[src/sv/cll_pkg.sv]
`timescale 1ns / 1ps

package cll_pkg;

  localparam int CODE_BITS  = 4;
  localparam int MS_BITS    = 16;
  localparam int LIMIT_BITS = 4;
  localparam int CFG_IDX_BITS = 2;

  localparam logic [MS_BITS-1:0]    BLINK_ON_RST  = 16'd200;
  localparam logic [MS_BITS-1:0]    BLINK_OFF_RST = 16'd200;
  localparam logic [LIMIT_BITS-1:0] LIMIT_RST     = 4'd3;
  localparam logic [LIMIT_BITS-1:0] COUNT_MAX     = 4'hF;
  localparam logic [MS_BITS-1:0]    TIMER_MAX     = 16'hFFFF;

  // register map of the configuration port
  localparam logic [CFG_IDX_BITS-1:0] REG_BLINK_ON  = 2'd0;
  localparam logic [CFG_IDX_BITS-1:0] REG_BLINK_OFF = 2'd1;
  localparam logic [CFG_IDX_BITS-1:0] REG_FAIL_LIM  = 2'd2;

  typedef enum logic [1:0] {
    MODE_CLOSED      = 2'd0,
    MODE_OPENED      = 2'd1,
    MODE_PROGRAMMING = 2'd2,
    MODE_ALARM       = 2'd3
  } mode_t;

  typedef struct packed {
    logic [CODE_BITS-1:0] code_switches;
    logic                 read_switch;
    logic                 program_switch;
    logic                 ms_tick;
  } in_word_t;

  typedef struct packed {
    logic       led_opened;
    logic       led_alarm;
    logic       led_programming;
    logic [1:0] lock_mode;
  } out_word_t;

  typedef struct packed {
    logic [MS_BITS-1:0]    blink_on_ms;
    logic [MS_BITS-1:0]    blink_off_ms;
    logic [LIMIT_BITS-1:0] failure_limit;
  } cfg_t;

  // what the lock FSM reports for the word being stepped
  typedef struct packed {
    mode_t start_mode;
    mode_t next_mode;
    logic  led_opened;
    logic  led_programming;
  } fsm_stat_t;

endpackage

[src/sv/code_lock_controller.sv]
`timescale 1ns / 1ps

// Code lock controller. Each input word is one switch sample (4-bit code,
// read switch, program switch, millisecond tick); each produces exactly one
// output word with the three LEDs and the mode after the step. A word is
// registered on entry, stepped through the lock state machine and blink
// timer once the output register is free or being drained, and the result
// is held in an output register, so the block takes one word per clock
// unless a full output register stalls. in_ready drops only while the output
// register is full and unread and the input register holds a word. Blink
// times are counted in ms_tick samples, not clocks. Alarm is terminal: only
// reset leaves it. Configuration registers (0 blink on, 1 blink off,
// 2 failure limit) are written through the cfg_ port, which is always ready;
// write them only while no word is in flight.
module code_lock_controller (
  input  logic                              clk,
  input  logic                              rst_n,
  input  logic                              in_valid,
  output logic                              in_ready,
  input  cll_pkg::in_word_t                 in_data,
  output logic                              out_valid,
  input  logic                              out_ready,
  output cll_pkg::out_word_t                out_data,
  input  logic                              cfg_valid,
  output logic                              cfg_ready,
  input  logic [cll_pkg::CFG_IDX_BITS-1:0]  cfg_index,
  input  logic [cll_pkg::MS_BITS-1:0]       cfg_data
);

  cll_pkg::cfg_t      cfg;
  cll_pkg::fsm_stat_t stat;
  cll_pkg::in_word_t  in_word_r;
  cll_pkg::out_word_t out_word_r, out_word_nxt;
  logic in_valid_r, out_valid_r;
  logic step_en, in_take, led_alarm_nxt;

  // step the stored word when the output register is free or being drained
  assign step_en   = in_valid_r && (!out_valid_r || out_ready);
  assign in_ready  = !in_valid_r || step_en;
  assign in_take   = in_valid && in_ready;
  assign cfg_ready = 1'b1;

  cll_cfg_regs u_cfg (
    .clk      (clk),
    .rst_n    (rst_n),
    .wr_en    (cfg_valid),
    .wr_index (cfg_index),
    .wr_data  (cfg_data),
    .cfg      (cfg)
  );

  cll_lock_fsm u_fsm (
    .clk           (clk),
    .rst_n         (rst_n),
    .step_en       (step_en),
    .word          (in_word_r),
    .failure_limit (cfg.failure_limit),
    .stat          (stat)
  );

  cll_blink u_blink (
    .clk           (clk),
    .rst_n         (rst_n),
    .step_en       (step_en),
    .ms_tick       (in_word_r.ms_tick),
    .in_alarm      (stat.start_mode == cll_pkg::MODE_ALARM),
    .cfg           (cfg),
    .led_alarm_nxt (led_alarm_nxt)
  );

  always_comb begin
    out_word_nxt.led_opened      = stat.led_opened;
    out_word_nxt.led_alarm       = led_alarm_nxt;
    out_word_nxt.led_programming = stat.led_programming;
    out_word_nxt.lock_mode       = stat.next_mode;
  end

  // valid flags
  always_ff @(posedge clk) begin
    if (!rst_n) begin
      in_valid_r  <= 1'b0;
      out_valid_r <= 1'b0;
    end else begin
      if (in_ready) begin
        in_valid_r <= in_valid;
      end
      if (step_en) begin
        out_valid_r <= 1'b1;
      end else if (out_ready) begin
        out_valid_r <= 1'b0;
      end
    end
  end

  // payload, no reset
  always_ff @(posedge clk) begin
    if (in_take) begin
      in_word_r <= in_data;
    end
    if (step_en) begin
      out_word_r <= out_word_nxt;
    end
  end

  assign out_valid = out_valid_r;
  assign out_data  = out_word_r;

`ifndef SYNTH
  // alarm is terminal
  a_alarm_sticky: assert property (@(posedge clk) disable iff (!rst_n)
    (stat.start_mode == cll_pkg::MODE_ALARM) |=> (stat.start_mode == cll_pkg::MODE_ALARM))
    else $error("lock left alarm mode");

  // the programming LED is never lit without the opened LED
  a_led_consistent: assert property (@(posedge clk) disable iff (!rst_n)
    out_valid_r |-> (!out_word_r.led_programming || out_word_r.led_opened))
    else $error("programming LED without opened LED");

  // state only moves when a word is stepped
  a_mode_hold: assert property (@(posedge clk) disable iff (!rst_n)
    !step_en |=> $stable(stat.start_mode))
    else $error("mode changed without a step");

  // an empty input register never stalls the input
  a_no_false_stall: assert property (@(posedge clk) disable iff (!rst_n)
    !in_valid_r |-> in_ready)
    else $error("input stalled while input register empty");
`endif

endmodule

[src/sv/cll_cfg_regs.sv]
`timescale 1ns / 1ps

module cll_cfg_regs (
  input  logic                              clk,
  input  logic                              rst_n,
  input  logic                              wr_en,
  input  logic [cll_pkg::CFG_IDX_BITS-1:0]  wr_index,
  input  logic [cll_pkg::MS_BITS-1:0]       wr_data,
  output cll_pkg::cfg_t                     cfg
);

  cll_pkg::cfg_t cfg_r, cfg_nxt;

  always_comb begin
    cfg_nxt = cfg_r;
    if (wr_en) begin
      case (wr_index)
        cll_pkg::REG_BLINK_ON:  cfg_nxt.blink_on_ms   = wr_data;
        cll_pkg::REG_BLINK_OFF: cfg_nxt.blink_off_ms  = wr_data;
        cll_pkg::REG_FAIL_LIM:  cfg_nxt.failure_limit = wr_data[cll_pkg::LIMIT_BITS-1:0];
        default:                cfg_nxt = cfg_r; // unmapped index, ignored
      endcase
    end
  end

  always_ff @(posedge clk) begin
    if (!rst_n) begin
      cfg_r.blink_on_ms   <= cll_pkg::BLINK_ON_RST;
      cfg_r.blink_off_ms  <= cll_pkg::BLINK_OFF_RST;
      cfg_r.failure_limit <= cll_pkg::LIMIT_RST;
    end else begin
      cfg_r <= cfg_nxt;
    end
  end

  assign cfg = cfg_r;

endmodule

[src/sv/cll_lock_fsm.sv]
`timescale 1ns / 1ps

module cll_lock_fsm (
  input  logic                            clk,
  input  logic                            rst_n,
  input  logic                            step_en,
  input  cll_pkg::in_word_t               word,
  input  logic [cll_pkg::LIMIT_BITS-1:0]  failure_limit,
  output cll_pkg::fsm_stat_t              stat
);

  cll_pkg::mode_t mode_r, mode_nxt;
  logic [cll_pkg::CODE_BITS-1:0]  stored_code_r, stored_code_nxt;
  logic [cll_pkg::CODE_BITS-1:0]  pending_code_r, pending_code_nxt;
  logic [cll_pkg::LIMIT_BITS-1:0] fail_cnt_r, fail_cnt_nxt;
  logic prev_read_r, prev_prog_r;

  logic read_rise, read_fall, prog_rise, prog_fall, code_match;

  assign read_rise  = word.read_switch & ~prev_read_r;
  assign read_fall  = ~word.read_switch & prev_read_r;
  assign prog_rise  = word.program_switch & ~prev_prog_r;
  assign prog_fall  = ~word.program_switch & prev_prog_r;
  assign code_match = (word.code_switches == stored_code_r);

  // code store and failure counter
  always_comb begin
    stored_code_nxt  = stored_code_r;
    pending_code_nxt = pending_code_r;
    fail_cnt_nxt     = fail_cnt_r;
    case (mode_r)
      cll_pkg::MODE_CLOSED: begin
        if (read_rise) begin
          if (code_match) begin
            fail_cnt_nxt = '0;
          end else if (fail_cnt_r != cll_pkg::COUNT_MAX) begin
            fail_cnt_nxt = fail_cnt_r + 1'b1;
          end
        end
      end
      cll_pkg::MODE_PROGRAMMING: begin
        if (read_rise) begin
          pending_code_nxt = word.code_switches;
        end
        if (prog_fall && (pending_code_nxt != stored_code_r)) begin
          stored_code_nxt = pending_code_nxt;
        end
      end
      default: begin
      end
    endcase
  end

  // next state
  always_comb begin
    mode_nxt = mode_r;
    case (mode_r)
      cll_pkg::MODE_CLOSED: begin
        if (read_rise && code_match) begin
          mode_nxt = cll_pkg::MODE_OPENED;
        end
        // checked on every closed step, after the code check
        if (fail_cnt_nxt >= failure_limit) begin
          mode_nxt = cll_pkg::MODE_ALARM;
        end
      end
      cll_pkg::MODE_OPENED: begin
        if (read_fall) begin
          mode_nxt = cll_pkg::MODE_CLOSED;
        end else if (prog_rise) begin
          mode_nxt = cll_pkg::MODE_PROGRAMMING;
        end
      end
      cll_pkg::MODE_PROGRAMMING: begin
        if (prog_fall && (pending_code_nxt != stored_code_r)) begin
          mode_nxt = cll_pkg::MODE_CLOSED;
        end
      end
      default: mode_nxt = cll_pkg::MODE_ALARM;
    endcase
  end

  // outputs, from the mode at the start of the step
  always_comb begin
    stat.start_mode      = mode_r;
    stat.next_mode       = mode_nxt;
    stat.led_opened      = 1'b0;
    stat.led_programming = 1'b0;
    case (mode_r)
      cll_pkg::MODE_OPENED:      stat.led_opened = 1'b1;
      cll_pkg::MODE_PROGRAMMING: begin
        stat.led_opened      = 1'b1;
        stat.led_programming = 1'b1;
      end
      default: begin
      end
    endcase
  end

  always_ff @(posedge clk) begin
    if (!rst_n) begin
      mode_r         <= cll_pkg::MODE_CLOSED;
      stored_code_r  <= '0;
      pending_code_r <= '0;
      fail_cnt_r     <= '0;
      prev_read_r    <= 1'b0;
      prev_prog_r    <= 1'b0;
    end else if (step_en) begin
      mode_r         <= mode_nxt;
      stored_code_r  <= stored_code_nxt;
      pending_code_r <= pending_code_nxt;
      fail_cnt_r     <= fail_cnt_nxt;
      prev_read_r    <= word.read_switch;
      prev_prog_r    <= word.program_switch;
    end
  end

endmodule

[src/sv/cll_blink.sv]
`timescale 1ns / 1ps

module cll_blink (
  input  logic           clk,
  input  logic           rst_n,
  input  logic           step_en,
  input  logic           ms_tick,
  input  logic           in_alarm,
  input  cll_pkg::cfg_t  cfg,
  output logic           led_alarm_nxt
);

  logic [cll_pkg::MS_BITS-1:0] timer_r, timer_nxt;
  logic [cll_pkg::MS_BITS:0]   period;
  logic alarm_led_r, timer_clr;

  assign period    = {1'b0, cfg.blink_on_ms} + {1'b0, cfg.blink_off_ms};
  assign timer_clr = in_alarm && ({1'b0, timer_r} >= period);

  always_comb begin
    led_alarm_nxt = alarm_led_r;
    if (in_alarm) begin
      led_alarm_nxt = (timer_r < cfg.blink_on_ms);
    end
    if (timer_clr) begin
      timer_nxt = '0;
    end else if (ms_tick && (timer_r != cll_pkg::TIMER_MAX)) begin
      timer_nxt = timer_r + 1'b1;
    end else begin
      timer_nxt = timer_r;
    end
  end

  always_ff @(posedge clk) begin
    if (!rst_n) begin
      timer_r     <= '0;
      alarm_led_r <= 1'b0;
    end else if (step_en) begin
      timer_r     <= timer_nxt;
      alarm_led_r <= led_alarm_nxt;
    end
  end

endmodule

[config.mk]
export PLATFORM = sky130hd
export DESIGN_NAME = code_lock_controller
export DESIGN_NICKNAME = d
export VERILOG_FILES = /design/src/sv/cll_pkg.sv /design/src/sv/code_lock_controller.sv /design/src/sv/cll_cfg_regs.sv /design/src/sv/cll_lock_fsm.sv /design/src/sv/cll_blink.sv
export SDC_FILE = /design/constraint.sdc
export NUM_CORES = 1
export LEC_CHECK = 0
export ABC_AREA = 1
export BUFFER_PORTS_ARGS = -buffer_cell sky130_fd_sc_hd__buf_2
export CELL_PAD_IN_SITES_DETAIL_PLACEMENT = 1
export CELL_PAD_IN_SITES_GLOBAL_PLACEMENT = 1
export CORE_MARGIN = 5
export CORE_UTILIZATION = 25
export CTS_CLUSTER_SIZE = 8
export DETAILED_ROUTE_END_ITERATION = 16
export PLACE_DENSITY_LB_ADDON = 0.15
export SYNTH_ARGS = -nofsm -noshare
export SYNTH_HDL_FRONTEND = slang
export SYNTH_SLANG_ARGS = --single-unit
[constraint.sdc]
create_clock -name clk -period 3.4 [get_ports clk]
set_input_delay 0.17 -clock clk [delete_from_list [all_inputs] [get_ports clk]]
set_output_delay 0.17 -clock clk [all_outputs]
set_load 0.005 [all_outputs]
# After elaboration in Yosys (flattened, before gate mapping)

Cells that the tools add are included.

Bits in registers: 83
Input port bits: 30
Word-level logic and storage cells: 86
Output and inout bits: 8

Bitwise operators: 8
Reduce and logical (&&, ||, !) cells: 21
Multiplexer cells: 20
$add $sub $neg: 3
Magnitude comparators: 3
Equal/unequal tests: 10

Operators by type and width:

| cell                                           | number |
|---|---|
| 2-to-1 mux 16 bit                              | 2 |
| 2-to-1 mux 4 bit                               | 7 |
| adder 16 x 16 -> 17 bit                        | 1 |
| greater-or-equal comparator 16 x 17 -> 1 bit   | 1 |
| adder 16 x 1 -> 16 bit (second input constant) | 1 |
| < comparator 16 bit                            | 1 |
| inequality test 16 bit (second input constant) | 1 |
| 2-to-1 mux 2 bit                               | 5 |
| inequality test 4 bit                          | 2 |
| AND reduction 2 bit                            | 4 |
| logical AND 1 bit                              | 7 |
| == test 2 bit (second input constant)          | 3 |
| case mux 2 bit (3 select lines)                | 1 |
| 2-to-1 mux 1 bit                               | 5 |
| adder 4 x 1 -> 4 bit (second input constant)   | 1 |
| bitwise AND 1 bit                              | 4 |
| == test 2 x 1 -> 1 bit (second input constant) | 2 |
| == test 4 bit                                  | 1 |
| greater-or-equal comparator 4 bit              | 1 |
| zero test 2 bit                                | 2 |
| inequality test 4 bit (second input constant)  | 1 |
| NOT 1 bit                                      | 4 |
| nonzero test 2 bit                             | 2 |
| AND reduction 3 bit                            | 1 |
| 3 further kinds                                | 5 |

# Longest topological paths before layout

Gate-level depths: netlist of the first run.

Depth after elaboration: 9
Gate-level depth with buffers: 26
Gate-level depth less buffers: 25

# By module

Synthesis of the first run repeated with hierarchy kept, for this count alone.

Cells, all modules: 857
Area total of the unflattened synthesis: 5993.2 um2

Modules (own cells, without submodules):

| module               | times used | cells an instance | area each (um2) | sequential area each (um2) |
|---|---|---|---|---|
| cll_blink            | 1          | 400               | 2706.3          | 340.3 |
| cll_cfg_regs         | 1          | 220               | 1500.2          | 720.7 |
| cll_lock_fsm         | 1          | 208               | 1312.5          | 320.3 |
| code_lock_controller | 1          | 29                | 474.2           | 400.4 |

# Worst setup path after synthesis of the first run

Ideal clock, no wire load.

Kind: flip-flop to flip-flop
Start point: register u_cfg.cfg_r, in the netlist u_cfg.cfg[4]
End point: register u_blink.timer_r[0] (netlist bit)
Period minus slack after synthesis: 2.991 ns
Stages on the path, launching flop included: 24
Buffers on the path: 1
Slack: 0.409 ns
Required time: 3.336 ns
Setup time: 0.064 ns
Arrival time: 2.927 ns
Cell sequence: dfxtp_1 -> ha_1 -> fa_1 -> nand3_1 -> nand2_1 -> a21oi_1 -> nor2_1 -> nor2_1 -> xor2_1 -> ha_1 -> a21oi_1 -> nor3_1 -> nor3_1 -> nand2_1 -> nand2_1 -> nand2_1 -> nand2_1 -> nand2_1 -> nand2_4 -> buf_2 -> nand2_1 -> nand3_2 -> nand2_1 -> nor2_1

Cells in the longest elaborated chain, start to end: 5
Elaborated cells on any way between the ends: 6
Classes of those cells: add/sub (1); order compare (1); mux (1); reduce/logical (3)

RTL lines:

| element                                        | RTL line           | text |
|---|---|---|
| from (decl)                                    | cll_cfg_regs.sv:12 | `cll_pkg::cfg_t cfg_r, cfg_nxt;` |
| from (signal assigned)                         | cll_cfg_regs.sv:32 | `cfg_r <= cfg_nxt;` |
| adder 16 x 16 -> 17 bit *                      | cll_blink.sv:17    | `assign period = {1'b0, cfg.blink_on_ms} + {1'b0, cfg.blink_off_ms};` |
| greater-or-equal comparator 16 x 17 -> 1 bit * | cll_blink.sv:18    | `assign timer_clr = in_alarm && ({1'b0, timer_r} >= period);` |
| logical AND 1 bit *                            | cll_blink.sv:18    |  |
| nonzero test 2 bit (no source line)            | --                 |  |
| AND reduction 2 bit (no source line)           | --                 |  |
| to (signal assigned)                           | cll_blink.sv:39    | `timer_r <= timer_nxt;` |
| to (decl)                                      | cll_blink.sv:13    | `logic [cll_pkg::MS_BITS-1:0] timer_r, timer_nxt;` |

Every way passes the cells marked *; elsewhere a longest branch is shown, timed or not.
A chain may end at the register's enable or synchronous reset.

# Worst setup path after layout of the first run

Start point: register u_cfg.cfg_r, in the netlist u_cfg.cfg[20]
End point: register u_blink.timer_r[9] (netlist bit)

Same word-level chain as after synthesis.

==> results.py, run 1 <==
metrics = {
    "floorplanning": {
        "initial_core_util_pct": 25.3,
        "die_h_um": 158,
        "die_w_um": 158,
        "pin_count": 38,
        "dieArea_sq_um": 25000,
        "rows": 54,
        "core_region_area_sq_um": 21700,
    },
    "power": {
        "power.leakage_nw": 3.02,
        "power_density_nw_per_um2": 408,
        "ir_drop_v": 0.000262,
    },
    "setup_path": {
        "cp_max_fo": 6,
        "cp-end-kind": "flop",
        "critical_path_required_ns": 3.64,
        "cp_data_arrival_time_ns": 3.49,
        "cp-start-kind": "flop",
        "crit_type": "reg -> reg",
    },
    "yosys": {
        "synth-seq-cells": 83,
        "synth_ff_type": "dfxtp_1",
        "ys_seq_area_share_pct": 32.5,
        "synth_edf_count": 12,
        "syn-mean-instance-area_sq_um": 7.50,
        "synth.distinct_cells": 41,
        "syn_inst": 731,
        "async_flop_share_pct": 0,
        "synth_nets": 820,
        "ys_warn_count": 0,
        "syn-cell-area_sq_um": 5480,
    },
    "placement": {
        "dpl_worst_slack_ns": 0.0259,
        "gp_congestion": 0.749,
        "dp_hpwl_um": 12000,
        "io_buffers": 36,
    },
    "clocking": {
        "cts.htree.levels": 3,
        "cts.sinks": 83,
        "cts-buffers-inserted": 9,
        "clk_path_buf_depth": 2,
        "clk_pin_slew_ns": 0.07,
        "cts_tree": "yes",
        "cts_root_buffer": "clkbuf_16",
        "worstSkewPairLatency_ns": 0.35,
    },
    "global_route": {
        "grt_max_degree": 41,
        "grt-ovfl-total": 0,
        "antenna_found_initial": 0,
        "grt_pass1_wl_um": 25900,
        "gr-usage-all-layers_pct": 13.0,
        "grt_pass1_vias": 5170,
    },
    "route": {
        "viasPerCell": 4.61,
        "routed_wl_um": 15900,
        "drc_errors": 0,
        "wire_per_inst_um": 14.8,
        "initialDrtViolationCount": 127,
        "vias": 4938,
        "ant_nets": 0,
        "drtPass1Iterations": 4,
    },
    "finish": {
        "area_growth_pct": 22.0,
        "num-nets-final": 875,
        "antennaDiodeCount": 0,
        "drive_gt1_share_pct": 16.7,
    },
    "status": {
        "status": "finished clean",
    },
    "timing": {
        "fin_crit_sh_pct": 95.3,
        "slew-limit-headroom_pct": 49.2,
        "worstMarginPinSlew_ns": 0.761,
        "tns_ns": 0,
        "hold_viol_final": 0,
        "fin_ws_ns": 0.159,
        "finClkSkew_ns": 0.00857,
        "max_freq_ghz": 0.309,
        "report.final.slew_viol_count": 0,
        "setup_violations": 0,
        "fin_hold_ws_ns": 0.0431,
        "rsz0062_at_grt": "yes",
        "layout_min_cycle_time_ns": 3.24,
    },
    "min_path": {
        "hold_class": "in -> reg",
    },
    "flow_run": {
        "maxCapViolations": 0,
    },
}
-- path summary, 6_finish.rpt --
check	from	end	slack (ns)	depth (start not counted)
min reg2reg	u_fsm.prev_read_r	u_fsm.prev_read_r	0.46	2
max	u_cfg.cfg[20]	u_blink.timer_r[9]	0.16	24
min	cfg_data[6]	u_cfg.cfg[10]	0.04	3
max reg2reg	u_cfg.cfg[20]	u_blink.timer_r[9]	0.16	24
-- cell type report --
class / instances / area, sq um
fill: 2611 / 15000
multi-input combinational: 533 / 3450
sequential: 83 / 1790
timing repair buffer: 65 / 445
inverter: 94 / 353
tap: 280 / 350
clock buffer: 9 / 225
clock inverter: 7 / 81.3
-- sequential cells by signal (all words and copies together) (netlist names) --
signal and flops:
u_blink.alarm_led_r 1, u_blink.timer_r 16, u_fsm.mode_r 2, u_fsm.fail_cnt_r 4, in_valid_r 1, u_fsm.prev_prog_r 1
out_valid 1, u_fsm.prev_read_r 1, out_data 5, u_fsm.stored_code_r 4, in_word_r 7, u_cfg.cfg 36
u_fsm.pending_code_r 4
-- report_power, final --
group | internal, W | switching [W]
clock network | 0.000584 | 0.000469
logic | 0.000231 | 0.000340
registers | 0.00105 | 0.0000518
-- per-layer routing --
metal | vias up | GRT usage, % | wire length [um]
li1 | 2537 | - | -
met1 | 2353 | 15.5 | 7070
met2 | 39 | 24.0 | 8250
met3 | 9 | 2.30 | 390
met4 | 0 | 3.05 | 149
met5 | - | 0 | 0
-- layout by cell type (no fill, tap or decap), drive strengths merged, types with 31 or more instances in the layout --
master,count
nand2,133
inv,98
nor2,77
a21oi,72
dfxtp,71
ha,58
buf,57
o21ai,56
nand3,41
xor2,31
-- logic make-up after synthesis --
logic type | share of synthesized area (%)
xor gates and xnor gates | 6.39
and+or+nand+nor | 22.7
adders and majority gates | 13.6
buffers and inverters | 8.62
DFF | 32.5
other | 0.0684
AOI/OAI and AO/OA | 16.1
-- synth_stat cells, drive strengths merged, types with 11 or more instances --
cell type / count / area share [%]
nand2: 132 / 9.4
inv: 94 / 6.4
nor2: 77 / 5.5
a21oi: 72 / 6.6
dfxtp: 71 / 26
ha: 58 / 13
o21ai: 56 / 5.1
nand3: 41 / 5.1
xor2: 31 / 5.0
edfxtp: 12 / 6.6
nor3: 12 / 1.2
buf: 11 / 1.4
clkbuf: 11 / 0.75
-- timing repair --
| action | CTS | global route |
|---|---|---|
| hold buffers | 7 | 0 |
| gates cloned | 0 | 2 |
| pin swaps | 0 | 16 |
| hold endpoints to repair | 7 | 0 |
| endpoints found under the setup margin | 2 | 18 |
| buffers inserted | 0 | 2 |
| gates resized for setup | 1 | 40 |
-- worst max-delay path, stage by stage (launching register included) --
cell       delay [ns]
dfxtp_2          0.34
ha_4             0.16
fa_2             0.38
nand3_2          0.10
nand2_4          0.07
a21oi_4          0.16
nor2_1           0.06
nor2_1           0.12
xor2_1           0.08
ha_1             0.32
buf_4            0.11
nand2_1          0.06
nor3_2           0.17
nand2_1          0.09
nand2_1          0.07
nand2_1          0.05
nand2_1          0.05
nand2_1          0.06
nand2_2          0.11
nand2_8          0.11
clkbuf_16        0.19
nand2_1          0.08
nand3_2          0.07
nand2_1          0.07
nor2_1           0.04
-- per-stage QoR --
step | std cells | total power [W] | instance area, sq um | utilization, %
after CTS | 1067 | 0.00274 | 6420 | 29.6
after detailed placement | 1044 | 0.00166 | 6040 | 27.8
after floorplan | 731 | 0.00148 | 5480 | -
final | 1071 | 0.00273 | 6690 | 30.8
after global placement | 1044 | 0.00164 | 6040 | 27.8
after global routing | 1071 | 0.00290 | 6690 | 30.8
Note: power is estimated with default switching activity, not from simulation.
==> run 2, diff against run 1 <==
- clock period: 3.4 -> 3.05 ns (I/O delays scaled with it)
==> run 2 against run 1 <==
Effect of this change: the flow now finishes with violations (negative setup slack); combinational power grew 23%; flip-flop and latch count is the same; clock skew hardly changed; global-route usage increased by 0.88 points; total power increased by 13%; largest cell class unchanged; largest power group unchanged.
==> results.py, run 2 (synthesized netlist as in run 1, its figures left out) <==
metrics = {
    "status": {
        "status": "finished, violations left",
        "violations": "negative setup slack",
    },
    "finish": {
        "area_growth_pct": 28.8,
        "num-nets-final": 906,
        "antennaDiodeCount": 0,
        "regArea_sq_um": 1800,
        "largest_reg_flops": 36,
        "post-route-util_pct": 32.6,
        "fill_cells": 2622,
        "drive_gt1_share_pct": 23.4,
        "final_cell_mix": "nand2_1, inv_1, nor2_1, a21oi_1, dfxtp_1",
        "multi_input_area_sq_um": 3530,
        "final_common_cell": "nand2_1",
    },
    "setup_path": {
        "crit_end": "u_blink.timer_r[2]",
        "crit_type": "reg -> reg",
        "critical_path_required_ns": 3.29,
        "timing.rr.start": "u_cfg.cfg[26]",
        "r2r_slack_ns": -0.06,
        "r2r-end": "u_blink.timer_r[2]",
        "crit_start": "u_cfg.cfg[26]",
        "cp-start-kind": "flop",
        "cp_max_fo": 7,
        "cp_data_arrival_time_ns": 3.35,
        "reg2regPathDepth": 23,
        "cp-end-kind": "flop",
    },
    "power": {
        "ir_drop_v": 0.000222,
        "power.leakage_nw": 3.20,
        "finalPower_w": 0.00307,
        "power_density_nw_per_um2": 435,
    },
    "route": {
        "routed_wl_um": 16200,
        "drtPass1Iterations": 4,
        "viasPerCell": 4.66,
        "ant_nets": 0,
        "wire_per_inst_um": 14.7,
        "initialDrtViolationCount": 153,
        "vias": 5134,
        "drc_errors": 0,
    },
    "floorplanning": {
        "initial_core_util_pct": 25.3,
        "core_region_area_sq_um": 21700,
        "die_w_um": 158,
        "dieArea_sq_um": 25000,
        "rows": 54,
        "die_h_um": 158,
        "pin_count": 38,
    },
    "placement": {
        "dpl_worst_slack_ns": -0.254,
        "io_buffers": 36,
        "dp_hpwl_um": 12400,
        "gp_congestion": 0.796,
    },
    "timing": {
        "hold_viol_final": 0,
        "fin_crit_sh_pct": 102,
        "fin_ws_ns": -0.0599,
        "setup_violations": 16,
        "max_freq_ghz": 0.322,
        "slew-limit-headroom_pct": 48.9,
        "layout_min_cycle_time_ns": 3.11,
        "finClkSkew_ns": 0.00808,
        "worstMarginPinSlew_ns": 0.766,
        "report.final.slew_viol_count": 0,
        "rsz0062_at_grt": "yes",
    },
    "clocking": {
        "cts_tree": "yes",
        "cts.htree.levels": 3,
        "cts_root_buffer": "clkbuf_16",
        "clk_path_buf_depth": 2,
        "cts.sinks": 83,
        "clk_pin_slew_ns": 0.07,
        "worstSkewPairLatency_ns": 0.35,
        "cts-buffers-inserted": 9,
    },
    "global_route": {
        "antenna_found_initial": 0,
        "gr-usage-all-layers_pct": 13.8,
        "grt_pass1_wl_um": 27700,
        "grt_max_degree": 39,
        "grt_pass1_vias": 5691,
        "grt-ovfl-total": 0,
    },
    "flow_run": {
        "maxCapViolations": 0,
    },
    "min_path": {
        "hold_class": "in -> reg",
    },
}
[run 2: changes by cell type in the layout (fill, tap and decap cells not counted), sizes merged]
cell	previous run	this run
buf	57	90
clkinv	2	3
clkinvlp	0	1
inv	98	95
nand2	133	132
[run 2: stage by stage]
stage / std cells / setup TNS, ns / instance area (sq um) / hold WS (ns)
global placement: 1064 / -4.14 / 6220 / 0.331
finish: 1102 / -0.693 / 7060 / 0.0233
global route: 1102 / -4.91 / 7060 / 0.0170
CTS: 1101 / -0.0715 / 7020 / 0.00370
detailed placement: 1064 / -3.80 / 6220 / 0.332
floorplan: 731 / 0 / 5480 / 0.251
[run 2: how the worst min path moves through the flow]
stage,startpoint,endpoint,slack [ns],depth (start not counted)
2_1_floorplan,in_data[0],in_word_r[0],0.25,0
3_3_place_gp,in_data[1],in_word_r[1],0.33,1
3_5_place_dp,in_data[6],in_word_r[6],0.33,1
4_1_cts,cfg_data[6],u_cfg.cfg[10],0.004,3
5_1_grt,cfg_data[6],u_cfg.cfg[10],0.02,3
6_report,cfg_data[6],u_cfg.cfg[10],0.02,3
[run 2: final cells by class]
class,count,area share [%]
Multi-Input combinational cell,532,50.0
Timing Repair Buffer,97,10.4
Clock inverter,6,0.921
Clock buffer,10,3.24
Tap cell,280,4.96
Sequential cell,83,25.4
Inverter,94,5.00
[run 2: critical path: stages (launching register included)]
cell and delay [ns]:
dfxtp_1 0.34, ha_4 0.30, nand2_1 0.09, nor2_2 0.19
nand3_2 0.14, o2111ai_4 0.10, a21oi_2 0.09, buf_4 0.15
xor2_1 0.14, ha_1 0.27, inv_1 0.06, nor3_2 0.22
nand2_1 0.08, nand2_1 0.06, nand2_1 0.05, nand2_1 0.05
nand2_1 0.06, nand2_2 0.08, nand2_4 0.08, nand2_8 0.14
buf_12 0.13, nand3_1 0.07, nand2_1 0.07, nor2_1 0.04
[run 2: power by group]
group | switching, W | internal [W] | total (W)
Sequential | 0.0000604 | 0.00118 | 0.00124
Combinational | 0.000393 | 0.000309 | 0.000702
Clock | 0.000497 | 0.000637 | 0.00113
[run 2: what timing repair did]
item,in CTS,in global routing
endpoints found under the setup margin,18,19
resized for setup,66,9
buffers inserted,13,1
endpoints found under the hold margin,7,0
pin swaps,27,4
gates cloned,1,0
hold buffers,7,0
[run 2: metal layers]
metal / part of all wire [%] / GRT usage (%)
met5: 0 / 0
met4: 1.6 / 3.61
met3: 2.1 / 2.62
met2: 52 / 25.8
met1: 45 / 16.2
==> run 3, diff against run 2 <==
- PLACE_DENSITY_LB_ADDON: 0.15 -> 0.1
- SLEW_MARGIN: unset -> 20
- clock period: 3.05 -> 2.55 ns (I/O delays scaled with it)
==> run 3 against run 2 <==
Effect of this change: the flow still finishes with violations (negative setup slack); clock skew rose by 0.0013 ns; global-route usage rose by 0.21 points; cell count rose by 2.5%; non-clock buffer count rose by 27; clock-buffer cell count fell by 1; combinational power rose by 33%; wire length rose by 4.7%; die area did not move; largest power group unchanged.
==> results.py, run 3 (synthesized netlist as in run 1, its figures left out) <==
metrics = {
    "status": {
        "status": "finished, violations left",
        "violations": "negative setup slack",
    },
    "finish": {
        "final_area_sq_um": 7290,
        "post-route-util_pct": 33.6,
        "largest_reg_flops": 36,
        "fill_cells": 2588,
        "final_common_cell": "nand2_1",
        "final_cell_mix": "nand2_1, inv_1, buf_4, nor2_1, dfxtp_1",
        "drive_gt1_share_pct": 26.4,
        "antennaDiodeCount": 0,
        "num-nets-final": 933,
        "area_growth_pct": 32.9,
    },
    "route": {
        "viasPerCell": 4.66,
        "drtPass1Iterations": 4,
        "ant_nets": 0,
        "routed_wl_um": 17000,
        "initialDrtViolationCount": 152,
        "vias": 5258,
        "wire_per_inst_um": 15.0,
        "drc_errors": 0,
    },
    "floorplanning": {
        "die_h_um": 158,
        "dieArea_sq_um": 25000,
        "pin_count": 38,
        "rows": 54,
        "initial_core_util_pct": 25.3,
        "die_w_um": 158,
        "core_region_area_sq_um": 21700,
    },
    "clocking": {
        "worstSkewPairLatency_ns": 0.35,
        "cts.sinks": 83,
        "clk_pin_slew_ns": 0.07,
        "cts_root_buffer": "clkbuf_16",
        "cts.htree.levels": 3,
        "cts_tree": "yes",
        "cts-buffers-inserted": 9,
        "clk_path_buf_depth": 2,
    },
    "global_route": {
        "grt_max_degree": 45,
        "grt_pass1_vias": 5719,
        "gr-usage-all-layers_pct": 14.1,
        "grt_pass1_wl_um": 28100,
        "antenna_found_initial": 0,
        "grt-ovfl-total": 0,
    },
    "timing": {
        "slew-limit-headroom_pct": 42.8,
        "report.final.slew_viol_count": 0,
        "finClkSkew_ns": 0.00939,
        "fin_crit_sh_pct": 120,
        "hold_viol_final": 0,
        "max_freq_ghz": 0.328,
        "layout_min_cycle_time_ns": 3.05,
        "rsz0062_at_grt": "yes",
        "worstMarginPinSlew_ns": 0.857,
        "fin_ws_ns": -0.499,
        "setup_violations": 18,
    },
    "power": {
        "ir_drop_v": 0.000391,
        "power_density_nw_per_um2": 517,
        "power.leakage_nw": 3.34,
    },
    "setup_path": {
        "cp_data_arrival_time_ns": 3.29,
        "cp-end-kind": "flop",
        "critical_path_required_ns": 2.79,
        "cp-start-kind": "flop",
        "cp_max_fo": 15,
        "crit_type": "reg -> reg",
    },
    "placement": {
        "placed_area_sq_um": 6540,
        "dp_hpwl_um": 13200,
        "gp_congestion": 0.813,
        "io_buffers": 36,
    },
    "min_path": {
        "hold_class": "in -> reg",
    },
    "flow_run": {
        "maxCapViolations": 0,
    },
}
-- run 3: metrics by stage --
stage | setup WS, ns | hold slack (ns) | std cells | TNS, ns | total power [W]
final | -0.499 | 0.0379 | 1129 | -7.81 | 0.00377
after global routing | -0.796 | 0.0470 | 1129 | -12.84 | 0.00402
after floorplan | -0.274 | 0.226 | 731 | -4.32 | 0.00198
after detailed placement | -0.643 | 0.306 | 1095 | -11.65 | 0.00232
after CTS | -0.554 | 0.0215 | 1127 | -8.88 | 0.00383
after global placement | -0.592 | 0.305 | 1095 | -10.40 | 0.00229
-- run 3: worst paths after layout --
kind / endpoint / slack, ns / cells after the start / start
worst max-delay path: u_blink.timer_r[2] / -0.50 / 22 / u_cfg.cfg[20]
worst min register to register: u_fsm.pending_code_r[3] / 0.49 / 2 / u_fsm.pending_code_r[3]
worst max register to register: u_blink.timer_r[2] / -0.50 / 22 / u_cfg.cfg[20]
worst min-delay path: u_cfg.cfg[7] / 0.04 / 3 / cfg_data[3]
-- run 3: where the power goes --
part / total [W] / switching (W) / internal [W]
clock: 0.00137 / 0.000602 / 0.000767
sequential: 0.00146 / 0.0000569 / 0.00141
combinational: 0.000934 / 0.000516 / 0.000417
-- run 3: metal layers --
layer | track usage, % | vias up | part of all wire [%]
met4 | 3.82 | 0 | 1.5
met2 | 27.2 | 42 | 54
li1 | - | 2647 | -
met1 | 15.8 | 2554 | 43
met3 | 2.32 | 15 | 1.8
met5 | 0 | - | 0
-- run 3: final cells by class --
type                    instances  area (sq um)  share of cell area (%)
repair buffers                124           917                    12.6
clock buffers                   9           225                    3.09
clock inverters                 7          76.3                    1.05
inverters                      94           353                    4.84
well taps                     280           350                    4.81
flip-flops and latches         83          1790                    24.6
multi-input cells             532          3570                    49.0
-- run 3: repair_timing --
action	in CTS	in global routing
pin swaps	20	13
setup endpoints to repair	20	20
setup buffers	7	2
gates resized for setup	52	16
hold endpoints to repair	9	0
hold buffers	9	0
-- run 3: critical path, cell delays in order, from the launching register on --
cell,delay [ns]
dfxtp_2,0.34
ha_4,0.16
fa_2,0.35
nand3_2,0.09
nand2_4,0.07
a21oi_2,0.14
nor2_1,0.06
nor2_1,0.13
xor2_1,0.19
ha_1,0.28
a21oi_2,0.12
nor3_1,0.06
nor3_1,0.14
nand2_1,0.08
nand2_1,0.06
nand2_1,0.04
nand2_1,0.06
nand2_2,0.06
nand2_4,0.09
nand2_4,0.07
buf_12,0.16
a21oi_1,0.12
nor2_1,0.06
